$ cat src/hw/rtl/rkc_ram.sv
`default_nettype none

module rkc_ram #(
    parameter int WIDTH = 8,
    parameter int DEPTH = 16
) (
    input  wire logic                     i_clk,
    input  wire logic                     i_we,
    input  wire logic [$clog2(DEPTH)-1:0] i_waddr,
    input  wire logic [WIDTH-1:0]         i_wdata,
    input  wire logic                     i_re,
    input  wire logic [$clog2(DEPTH)-1:0] i_raddr,
    output logic      [WIDTH-1:0]         o_rdata
);

    logic [WIDTH-1:0] r_mem [DEPTH];

    // Write port and registered read port; read data hold when not enabled
    always_ff @(posedge i_clk) begin
        if (i_we) begin
            r_mem[i_waddr] <= i_wdata;
        end
        if (i_re) begin
            o_rdata <= r_mem[i_raddr];
        end
    end

endmodule

`default_nettype wire

$ cat config.mk
export PLATFORM = sky130hd
export DESIGN_NAME = rkc_ram
export DESIGN_NICKNAME = d
export VERILOG_FILES = /design/src/hw/rtl/rkc_ram.sv
export SDC_FILE = /design/constraint.sdc
export NUM_CORES = 1
export LEC_CHECK = 0
export BUFFER_PORTS_ARGS = -buffer_cell sky130_fd_sc_hd__buf_2
export CAP_MARGIN = 20
export CORE_UTILIZATION = 35
export DETAILED_ROUTE_END_ITERATION = 12
export PLACE_DENSITY = 0.62
export REMOVE_ABC_BUFFERS = 1
export SLEW_MARGIN = 10
export SYNTH_ARGS = -nofsm -noshare
export SYNTH_HDL_FRONTEND = slang
export SYNTH_SLANG_ARGS = --single-unit
export TNS_END_PERCENT = 50
$ cat constraint.sdc
create_clock -name i_clk -period 1.49 [get_ports i_clk]
set_input_delay 0.149 -clock i_clk [delete_from_list [all_inputs] [get_ports i_clk]]
set_output_delay 0.149 -clock i_clk [all_outputs]
set_load 0.01 [all_outputs]
Word level (Yosys, flattened, before mapping)
Memory sizes are Yosys's and may differ from the RTL's. A register that Yosys moved wholly into a read port is not among the register bits.
Index checks and enable logic that the tools add are counted.
{"block": "classes", "n_mux": 2}
{"cell": "$mux 1", "n": 2}
{"block": "totals", "regBits": 0, "word_cells": 3, "n_memories": 1, "output_inout_bits": 8, "inputBits": 19, "ram_bits": 128}
{"name": "r_mem", "depth": 16, "width": 8, "rd": 1, "rd_clocked_by_memory_dff": 1, "wr": 1, "line_no": "16", "rtl": "logic [WIDTH-1:0] r_mem [DEPTH];"}

Logic depth before layout (Yosys ltp)
{"block": "logic_depth", "word_depth": 2, "depth_mapped": 5, "ltp_nobuf": 3}

Worst setup path before layout
No wires, ideal clock.
{"block": "synth_timing", "path_kind": "input -> register", "from": "input i_waddr[2]", "to": "memory r_mem[0][0], enable pin", "cell_stages": 2, "setup_time_ps": 383, "arrival_time_ps": 1259, "n_path_buf": 0, "required_ps": 1107, "slack_ps": -152, "path_cell_list": "or3b_2 > nor3_1"}
{"item": "start, declared", "line_no": "9", "rtl": "input wire logic [$clog2(DEPTH)-1:0] i_waddr,"}
{"item": "end, declared", "line_no": "16"}
Straight into the memory's write port.

==> metrics.md <==
| Metric | Value |
|---|---|
| Status | completed |
| Initial core utilization | 36.0% |
| Total global routing overflow | 0 |
| Worst Path Arrival | 1.59 ns |
| Share of cells above drive strength 1 | 36.6% |
| Dpl hpwl | 6.73 mm |
| # diodes | 0 |
| Placer Congestion | 0.717 |
| Final worst-path cycle share | 97.1% |
| TritonRoute pass-1 iters | 4 |
| Vias in the first global route | 2,674 |
| Setup crit end kind | flip-flop |
| Reg2Reg Depth | 3 |
| Initial antenna violation count | 0 |
| DR DRC count | 0 |
| Post-placement cell count | 458 |
| WL/cell | 20.5 um |
| Relative slew slack | 45.1% |
| CTS max path bufs | 2 |
| Setup ws final | 0.0430 ns |
| Critical path's largest stage delay | 0.46 ns |
| Worst skew pair latency | 0.41 ns |
| Highest-count cells in the layout ignoring fill and taps | edfxtp_1 (136), buf_2 (26), buf_4 (25) |
| Clock Tree Root | clkbuf_16 |
| CORE AREA | 0.0145 mm^2 |
| Reg-to-Reg End | o_rdata[6] |
| Cells after synthesis | 229 |
| VDD IR max | 0.815 mV |
| Leak | 2.16 nW |
| Most common cell after layout, fill and taps aside | edfxtp_1 |
| Startpoint type of the worst setup path | flip-flop |
| RSZ-0062 raised after global routing | no |
| Via count | 2,440 |
| Worst r2r src | r_mem[11][6] |
| Finished Layout Cells | 490 |
| Worst Max-Slew Pin Slew | 0.821 ns |
| # IOs | 27 |
| Mean area per synthesized cell | 22.8 um^2 |
| Global router's overall resource usage | 14.0% |
| Crit path time final | 1.45 ns |
| Pre-CTS setup slack | -0.208 ns |
| Synthesis Warnings | 0 |
| CTS tree | yes |
| FF/Latch Area | 0.00408 mm^2 |
| Post-Syn Area | 0.00523 mm^2 |
| Hold Crit Depth | 1 |
| Final Slew Violations | 0 |
| Required @ worst endpoint | 1.64 ns |
| Area grow syn2layout | 22.5% |
| Die Ht | 124 um |
| Worst R2R Setup Slack | 0.04 ns |
| Fill count | 1,259 |
| Num CTS Buffers | 17 |
| Kind of critical path | reg -> reg |
| Layout Nets | 312 |
| Post-CTS Setup Inserts | 0 |
| Yosys reg bits | 136 |
| Critical path origin | r_mem[11][6] |
| Die W | 124 um |
| Area of the multi-input gates | 0.00108 mm^2 |
| Synth area leader | edfxtp_1 |
| Max Cap Viol | 0 |
| CP cell instances | mux4_2, a22oi_1, nand2_1 |
| Buf+Inv Stages, Crit Path | 0 |
| Worst Path Max Fanout | 1 |
| Synth top area share | 78.1% |
| H-Tree Depth | 4 |
| Largest delay share family, worst path | multiplexers |
| Routed Antenna Nets | 0 |
| Final wirelength | 10.1 mm |
| Largest net degree at the start of global routing | 17 |
| Min-delay src | i_re |
| WHS Endpoint | o_rdata[0] |
| CP max-delay cell | mux4_2 |
| Fmax | 0.691 GHz |
| Critical path depth | 3 |
| Final setup fails | 0 |
| Post-synth cell types | 18 |
| Clock-pin slew on the worst setup and hold paths | 0.06 ns |
| Final Hold Viols | 0 |
| Power per cell area | 1410 mW/mm^2 |
| Hold crit path type | in -> reg |
| Cells taking the most area after synthesis | edfxtp_1 (78%), mux4_2 (7.8%), mux4_1 (7.0%) |
| First-pass GRT wire length | 15.6 mm |
| Vias per cell | 4.98 |
| Die area | 0.0154 mm^2 |
| Post-synthesis sequential area ratio | 78.1% |
| Clock Skews | 0.00666 ns |
| Initial DRC Count | 283 |
| Site row count | 44 |
| IO buf count | 26 |
| TritonCTS Sinks | 136 |
-- flip-flops by register name, summed over array words and instances, names as in the netlist --
name	cells
r_mem	128
o_rdata	8
-- cell usage after synthesis (all sizes together) --
master,number
nor3,4
nand2,9
or3b,1
edfxtp,136
nand3b,2
a22oi,16
and2b,1
mux4,32
nand3,1
and2,1
nor2b,1
clkdlybuf4s25,3
buf,7
nor2,13
nand2b,2
-- report_power, final --
part | internal (mW) | switching [mW]
clock | 2.78 | 1.48
combinational | 0.197 | 0.243
sequential | 4.31 | 0.0209
total | 7.29 | 1.75
-- metal layers --
layer  vias to the layer above  track usage [%]  part of all wire (%)
met5                         -                0                     0
met4                         0             5.03                  0.89
met3                         8             3.71                   4.8
met2                        53             21.7                    49
met1                      1271             19.1                    46
li1                       1108                -                     -
-- layout make-up --
cell class                 count  share of cell area [%]
timing repair buffer          55                    6.21
tap                          184                    3.60
clock buffer                  18                    6.70
sequential                   136                    63.8
clock inverter                14                    2.83
multi-input combinational     83                    16.9
-- worst register-to-register path: cells and delay by family (launching register included) --
kind | cells | cell delay, ns
AO/OA/AOI/OAI | 1 | 0.28
flip-flops | 1 | 0.36
multiplexers | 1 | 0.46
AND/OR/NAND/NOR | 1 | 0.08
-- how the worst max path moves through the flow --
stage	slack, ns	end
3_3_place_gp	-0.20	o_rdata[4]
5_1_grt	0.004	o_rdata[1]
2_1_floorplan	-0.15	r_mem[0][0]
4_1_cts	0.006	o_rdata[1]
6_report	0.04	o_rdata[6]
3_5_place_dp	-0.21	o_rdata[4]
-- cell families after synthesis --
family,count (synthesis),synth area share [%]
buf+inv,10,1.65
flops,136,78.1
simple gates,35,3.14
compound gates,16,2.30
mux,32,14.8
-- repair_timing --
action                     CTS  global route
hold buffers                 0             0
resized for setup            3             7
setup endpoints to repair    2             6
-- per-stage QoR --
step	setup TNS [ns]	instance area [um^2]	total power [mW]	hold slack [ns]	util, %
floorplan	-1.21	5140	4.59	0.248	-
global placement	-1.26	5770	4.83	0.534	39.7
detailed placement	-1.26	5770	4.84	0.533	39.7
CTS	0	6390	9.10	0.103	43.9
global route	0	6400	9.30	0.108	44.1
finish	0	6400	9.03	0.119	44.1
Power figures use the tool's default switching activity.
