### src/hw/rtl/rkc_pkg.sv
`default_nettype none

package rkc_pkg;

    // Frame geometry
    localparam int IMAGE_WIDTH  = 512;
    localparam int IMAGE_HEIGHT = 512;

    // Counter and index widths
    localparam int COL_W  = $clog2(IMAGE_WIDTH);
    localparam int ROW_W  = $clog2(IMAGE_HEIGHT + 3);
    localparam int OROW_W = $clog2(IMAGE_HEIGHT);
    localparam int YW     = $clog2(IMAGE_HEIGHT + 5);
    localparam int XW     = $clog2(IMAGE_WIDTH + 5);

    // Pixel and line buffer layout
    localparam int PIX_W   = 24;
    localparam int LB_ROWS = 4;
    localparam int LB_W    = PIX_W * LB_ROWS;
    localparam int KSIZE   = 5;
    localparam int SUM_W   = 18;

    typedef logic [PIX_W-1:0] t_pix;

    // Per-transaction tap control handed to the filter datapath
    typedef struct packed {
        logic             valid;
        logic             last;
        logic             sharpen;
        logic [KSIZE-1:0] row_ok;
        logic [KSIZE-1:0] col_ok;
    } t_tap_ctl;

    // Registered signed channel sums
    typedef struct packed {
        logic                        valid;
        logic                        last;
        logic [2:0][SUM_W-1:0]       sum;
    } t_sum;

    // Binomial row weight 1,4,6,4,1
    function automatic logic [2:0] gauss_w(input logic [2:0] n);
        logic [2:0] w;
        case (n)
            3'd0:    w = 3'd1;
            3'd1:    w = 3'd4;
            3'd2:    w = 3'd6;
            3'd3:    w = 3'd4;
            3'd4:    w = 3'd1;
            default: w = 3'd0;
        endcase
        return w;
    endfunction

endpackage

`default_nettype wire

### src/hw/rtl/rkc_filt.sv
`default_nettype none

module rkc_filt import rkc_pkg::*; (
    input  wire logic     i_clk,
    input  wire logic     i_rst_n,
    input  wire logic     i_en,
    input  wire t_tap_ctl i_ctl,
    input  wire t_pix     i_win [KSIZE][KSIZE],
    output t_sum          o_sum
);

    logic [2:0][11:0]      n_h [KSIZE];
    logic [2:0][11:0]      r_h [KSIZE];
    logic [2:0][7:0]       n_cen;
    logic [2:0][7:0]       r_cen;
    logic [2:0][9:0]       n_cross;
    logic [2:0][9:0]       r_cross;
    logic                  r_valid;
    logic                  r_last;
    logic                  r_sharp;
    logic [2:0][SUM_W-1:0] n_sum;

    // Mask taps outside the frame, form row sums and the sharpen cross
    always_comb begin
        logic [7:0] m [KSIZE][KSIZE];
        for (int a = 0; a < KSIZE; a++) begin
            for (int k = 0; k < KSIZE; k++) begin
                m[a][k] = 8'd0;
            end
        end
        for (int ch = 0; ch < 3; ch++) begin
            for (int a = 0; a < KSIZE; a++) begin
                for (int k = 0; k < KSIZE; k++) begin
                    m[a][k] = (i_ctl.row_ok[a] && i_ctl.col_ok[k]) ?
                              i_win[k][a][8*ch +: 8] : 8'd0;
                end
                n_h[a][ch] = 12'd0;
                for (int k = 0; k < KSIZE; k++) begin
                    n_h[a][ch] = n_h[a][ch] + 12'(m[a][k]) * 12'(gauss_w(3'(k)));
                end
            end
            n_cen[ch]   = m[3][1];
            n_cross[ch] = 10'(m[2][1]) + 10'(m[4][1]) + 10'(m[3][0]) + 10'(m[3][2]);
        end
    end

    always_ff @(posedge i_clk) begin
        if (i_en) begin
            r_h     <= n_h;
            r_cen   <= n_cen;
            r_cross <= n_cross;
            r_last  <= i_ctl.last;
            r_sharp <= i_ctl.sharpen;
        end
    end

    always_ff @(posedge i_clk) begin
        if (!i_rst_n) begin
            r_valid <= 1'b0;
        end else if (i_en) begin
            r_valid <= i_ctl.valid;
        end
    end

    // Combine rows for the blur or center and cross for the sharpen
    always_comb begin
        logic [15:0] g;
        for (int ch = 0; ch < 3; ch++) begin
            g = 16'd0;
            for (int a = 0; a < KSIZE; a++) begin
                g = g + 16'(r_h[a][ch]) * 16'(gauss_w(3'(a)));
            end
            if (r_sharp) begin
                n_sum[ch] = {2'b00, r_cen[ch], 8'd0} - {4'b0000, r_cross[ch], 4'd0};
            end else begin
                n_sum[ch] = {2'b00, g};
            end
        end
    end

    // Register the sums; only the valid flag is reset
    always_ff @(posedge i_clk) begin
        if (!i_rst_n) begin
            o_sum.valid <= 1'b0;
        end else if (i_en) begin
            o_sum.valid <= r_valid;
        end
        if (i_en) begin
            o_sum.sum  <= n_sum;
            o_sum.last <= r_last;
        end
    end

endmodule

`default_nettype wire

### config.mk
export PLATFORM = sky130hd
export DESIGN_NAME = rkc_filt
export DESIGN_NICKNAME = d
export VERILOG_FILES = /design/src/hw/rtl/rkc_pkg.sv /design/src/hw/rtl/rkc_filt.sv
export SDC_FILE = /design/constraint.sdc
export NUM_CORES = 2
export LEC_CHECK = 0
export BUFFER_PORTS_ARGS = -buffer_cell sky130_fd_sc_hd__clkbuf_2
export CORE_MARGIN = 1
export CORE_UTILIZATION = 30
export CTS_CLUSTER_DIAMETER = 120
export CTS_CLUSTER_SIZE = 40
export DETAILED_ROUTE_END_ITERATION = 16
export GPL_TIMING_DRIVEN = 0
export SYNTH_ARGS = -nofsm -noshare
export SYNTH_HDL_FRONTEND = slang
export SYNTH_SLANG_ARGS = --single-unit
### constraint.sdc
create_clock -name i_clk -period 6.8 [get_ports i_clk]
set_clock_uncertainty 0.15 [all_clocks]
set_input_delay 0 -clock i_clk [delete_from_list [all_inputs] [get_ports i_clk]]
set_output_delay 0 -clock i_clk [all_outputs]
set_load 0.05 [all_outputs]
-- Word level (Yosys, flattened, before mapping)
Cells that the tools add are included.
- output and inout port bits: 56
- bits in registers: 290
- add/subtract/negate cells: 84
- multiplexer cells: 78
- reductions and logical operators: 25
- multiply operators: 18
- operators with widths (cell ; count):
    2-to-1 mux 8 bit ; 75
    adder 11 x 11 -> 12 bit ; 15
    adder 12 x 10 -> 12 bit ; 15
    adder 12 x 8 -> 12 bit ; 15
    adder 8 x 10 -> 11 bit ; 15
    multiplier 8 x 2 -> 10 bit, second input constant ; 15
    subtractor 16 x 14 -> 17 bit ; 3
    adder 15 x 15 -> 16 bit ; 3
    adder 16 x 12 -> 16 bit ; 3
    adder 16 x 14 -> 16 bit ; 3
    2-to-1 mux 16 bit ; 3
    adder 12 x 14 -> 15 bit ; 3
    multiplier 12 x 2 -> 14 bit, second input constant ; 3
    adder 10 x 8 -> 10 bit ; 3
    adder 9 x 8 -> 10 bit ; 3
    adder 8 x 8 -> 9 bit ; 3
    logical AND 1 bit ; 25

-- Depth between registers and ports, before layout
- depth in word-level cells: 6
- gate-level depth with buffers: 24

-- Worst setup path before layout
No wires, ideal clock.
- path kind: register to register
- start point: reg r_h[73] (netlist name)
- end point: reg o_sum[15] (netlist name), data pin
- period minus slack after synthesis: 5.028 ns
- stages on the path, launching flop included: 19
- setup time: 0.268 ns
- path buffers: 0
- path slack: 1.772 ns
- data arrival time: 4.610 ns
- cells stage by stage: edfxtp_1 > ha_1 > fa_1 > a21o_1 > a21oi_2 > o21bai_1 > a2111o_1 > a31o_1 > a21oi_2 > xor2_1 > fa_1 > ha_1 > ha_1 > ha_1 > a21o_1 > a21o_1 > a221oi_1 > xor2_1 > mux2i_1
- RTL lines (what ; RTL line ; source):
    start: declaration ; rkc_filt.sv:13 ; logic [2:0][11:0] r_h [KSIZE];
    start signal: assignment ; rkc_filt.sv:49 ; r_h <= n_h;
    end: declaration ; rkc_filt.sv:9 ; output t_sum o_sum

==> reports/results.tsv <==
metric	value	unit
status	complete, but fails checks	
violations	capacitance limit, slew limit	
hold_start	i_win[57]	
cts_root_buf	clkbuf_16	
clkSlewWorstSetupHoldPaths	0.14	ns
r2r_slack	0.91	ns
crit_path_end_kind	flop	
antenna_left	0	
grt_pass1_vias	32642	
yosysTopAreaCell	fa_1	
htree_levels	1	
cts_tree	built	
finalNetCount	6338	
seq_power_share	17.3	%
synth_edf_count	288	
firstDrtPassIters	7	
holdWs	0.0103	ns
crit_path_max_fanout	10	
drv_cap	1	
die_area	132000	um^2
grt_pass1_wl	248000	um
synth_seq_cells	290	
num_vias	32175	
post-cts-setup-buffer-count	0	
num_io_pins	672	
track_usage	27.3	%
grt_max_degree	118	
synth_top_cell_area_share	26.3	%
die_width	364	um
totalWireLength	183000	um
internal-power	8.01	mW
core	130000	um^2
rows	132	
start_util	30.3	%
clockBufferDepth	3	
finalWeightedCongestion	0.979	
antenna_found_initial	60	
io_buffers	666	
mostFrequentLayoutCells	inv_1 (829), clkbuf_2 (678), fa_1 (515)	
synth_fp_nets	5577	
insertion_delay	0.57	ns
rsz0062_at_grt	no	
synth_mux_area_share	0.290	%
dieHeight	364	um
final_layout_size_suffix_gt1_share	15.4	%
cts_made_buffers	15	
netlist_area	39300	um^2
cp-startpoint	i_ctl[2]	
synth_cells	3980	
swShare	53.4	%
clockPowerShare	7.2	%
synth-simple-area-share	12.1	%
netlist_top_cells_area	fa_1 (26%), edfxtp_1 (22%), ha_1 (15%), inv_1 (7.9%), and3_1 (6.7%)	
r2r-start	r_h[96]	
drv_slew	10	
ys_types	61	
hold_path_class	in2reg	
place_hpwl	157000	um
drcViolationCount	0	
avgSynthCellArea	9.86	um^2
cts_sinks	290	
async_reset_ff_share	0	%
setup_viol	0	
finalHoldViolations	0	
reg2regPathDepth	18	
yosysSeqAreaShare	22.1	%
vdd_ir_drop_max	0.545	mV
ys_warn_count	0	
pwr-share-comb	75.5	%
worstSetupStartpointType	input port	
fillers	13284	
routedWlPerCell	28.1	um
vias_per_cell	4.94	
area_delta_synth_final	17.8	%
drt-initial-drc-count	2469	
worstReg2RegEnd	o_sum[51]	
crit_end	r_h[59]	
critPathKind	in2reg	
max-slew-margin-rel	-0.139	%
fmax	0.154	GHz
tightest_slew	1.50	ns
finalCritPeriodShare	95.8	%
p_leak	25.1	nW
synth_xor_area_share	6.45	%
synth_top_family_by_area	adder cells	
finalPower	17.2	mW
synth_top_flop_cell	edfxtp_1	
final_common_cell	inv_1	
globalRoute.totalOverflow	0	
cp.required	6.98	ns
p_sw	9.19	mW
power_density	372	nW/um^2
crit_arrival	6.69	ns
synthAdderAreaFrac	41.1	%
fin_crit	6.51	ns
synth_compound_area_share	8.70	%
-- cell type report --
| class | instances | area, um^2 | area share (%) |
|---|---|---|---|
| clock inverters | 10 | 181 | 0.392 |
| flip-flops and latches | 290 | 8690 | 18.8 |
| inverters | 829 | 3110 | 6.73 |
| clock buffers | 15 | 375 | 0.812 |
| repair buffers | 744 | 4180 | 9.03 |
| diodes | 23 | 57.6 | 0.124 |
| plain buffers | 130 | 517 | 1.12 |
| multi-input cells | 2731 | 27000 | 58.3 |
| well taps | 1742 | 2180 | 4.71 |
-- layer usage --
| layer | vias up | routed length (um) | GRT usage, % | share of wire (%) |
|---|---|---|---|---|
| li1 | 14481 | - | - | - |
| met1 | 15943 | 81100 | 37.9 | 44 |
| met2 | 1457 | 81100 | 43.0 | 44 |
| met3 | 270 | 13600 | 4.00 | 7.4 |
| met4 | 24 | 7370 | 9.98 | 4.0 |
| met5 | - | 141 | 0 | 0.077 |
-- sequential cells by signal, summed over array words and instances (netlist names) --
signal and flops:
r_valid 1, r_h 180, r_sharp 1, r_last 1, o_sum 53, r_cross 30
r_cen 24
-- per-stage QoR --
step	instances	setup WS (ns)	setup TNS [ns]	instance area, um^2	util [%]
5_1_grt	6497	0.0739	0	46200	35.6
3_5_place_dp	6391	-0.206	-0.537	44900	34.6
4_1_cts	6491	0.390	0	46200	35.6
2_1_floorplan	3980	1.77	0	39300	-
3_3_place_gp	6388	-0.216	-0.358	44800	34.5
6_report	6514	0.288	0	46200	35.7
-- worst min-delay path by stage --
stage	to	depth (start not counted)
6_report	r_h[85]	5
3_5_place_dp	r_last	1
2_1_floorplan	r_last	0
4_1_cts	r_h[110]	5
3_3_place_gp	r_last	1
5_1_grt	r_cross[10]	3
-- critical path, cell delays in order --
cell      delay, ns
clkbuf_2       0.46
clkbuf_1       1.03
clkbuf_1       1.16
and3_1         0.47
ha_1           0.27
a21o_1         0.17
a21oi_1        0.25
o21bai_1       0.11
a21o_1         0.21
a21oi_1        0.16
o21bai_1       0.09
xnor2_1        0.21
fa_1           0.46
inv_1          0.07
ha_1           0.13
inv_1          0.05
fa_1           0.53
inv_1          0.05
ha_1           0.32
a21oi_1        0.13
o21ai_0        0.11
xnor2_1        0.16
-- synthesized netlist by cell type (3+ instances only) --
cell / count
o22ai_1: 3
a21oi_2: 5
and3_1: 423
or3_1: 4
mux2i_1: 8
edfxtp_1: 288
fa_1: 515
o21bai_1: 74
inv_1: 829
xor2_1: 121
a31oi_1: 6
and2_1: 25
o21a_1: 10
a31o_1: 4
nand2_1: 259
nor2b_1: 35
ha_1: 466
a21o_1: 85
nand2b_1: 25
nor4_1: 5
a21oi_1: 205
clkbuf_1: 126
o31a_1: 6
o41ai_1: 3
o21ai_1: 5
a21boi_1: 3
o211ai_1: 6
nor2_1: 89
buf_4: 3
a31o_2: 5
o21ai_0: 96
o31ai_1: 5
a2111o_1: 3
or2_2: 4
a211oi_1: 11
xnor2_1: 168
nor3_1: 17
a221oi_1: 3
nand3_1: 3
mux2_2: 3
-- power by group through the flow --
stage | logic, mW | registers [mW] | clock network (mW)
final | 13.0 | 2.97 | 1.24
after CTS | 12.7 | 2.97 | 1.28
after global routing | 14.2 | 3.01 | 1.31
after detailed placement | 12.6 | 3.01 | 0
after floorplan | 8.19 | 3.39 | 0
after global placement | 12.6 | 3.03 | 0
-- timing repair --
| item | in CTS | in global routing |
|---|---|---|
| hold buffers | 75 | 0 |
| endpoints found under the hold margin | 91 | 0 |
| gates resized for setup | 0 | 0 |
-- logic make-up after synthesis --
group / Yosys count
adders and majority gates: 981
buffers and inverters: 959
and+or+nand+nor: 900
AOI/OAI and AO/OA: 550
DFF: 290
xor gates and xnor gates: 289
muxes: 11
Power figures use the tool's default switching activity.
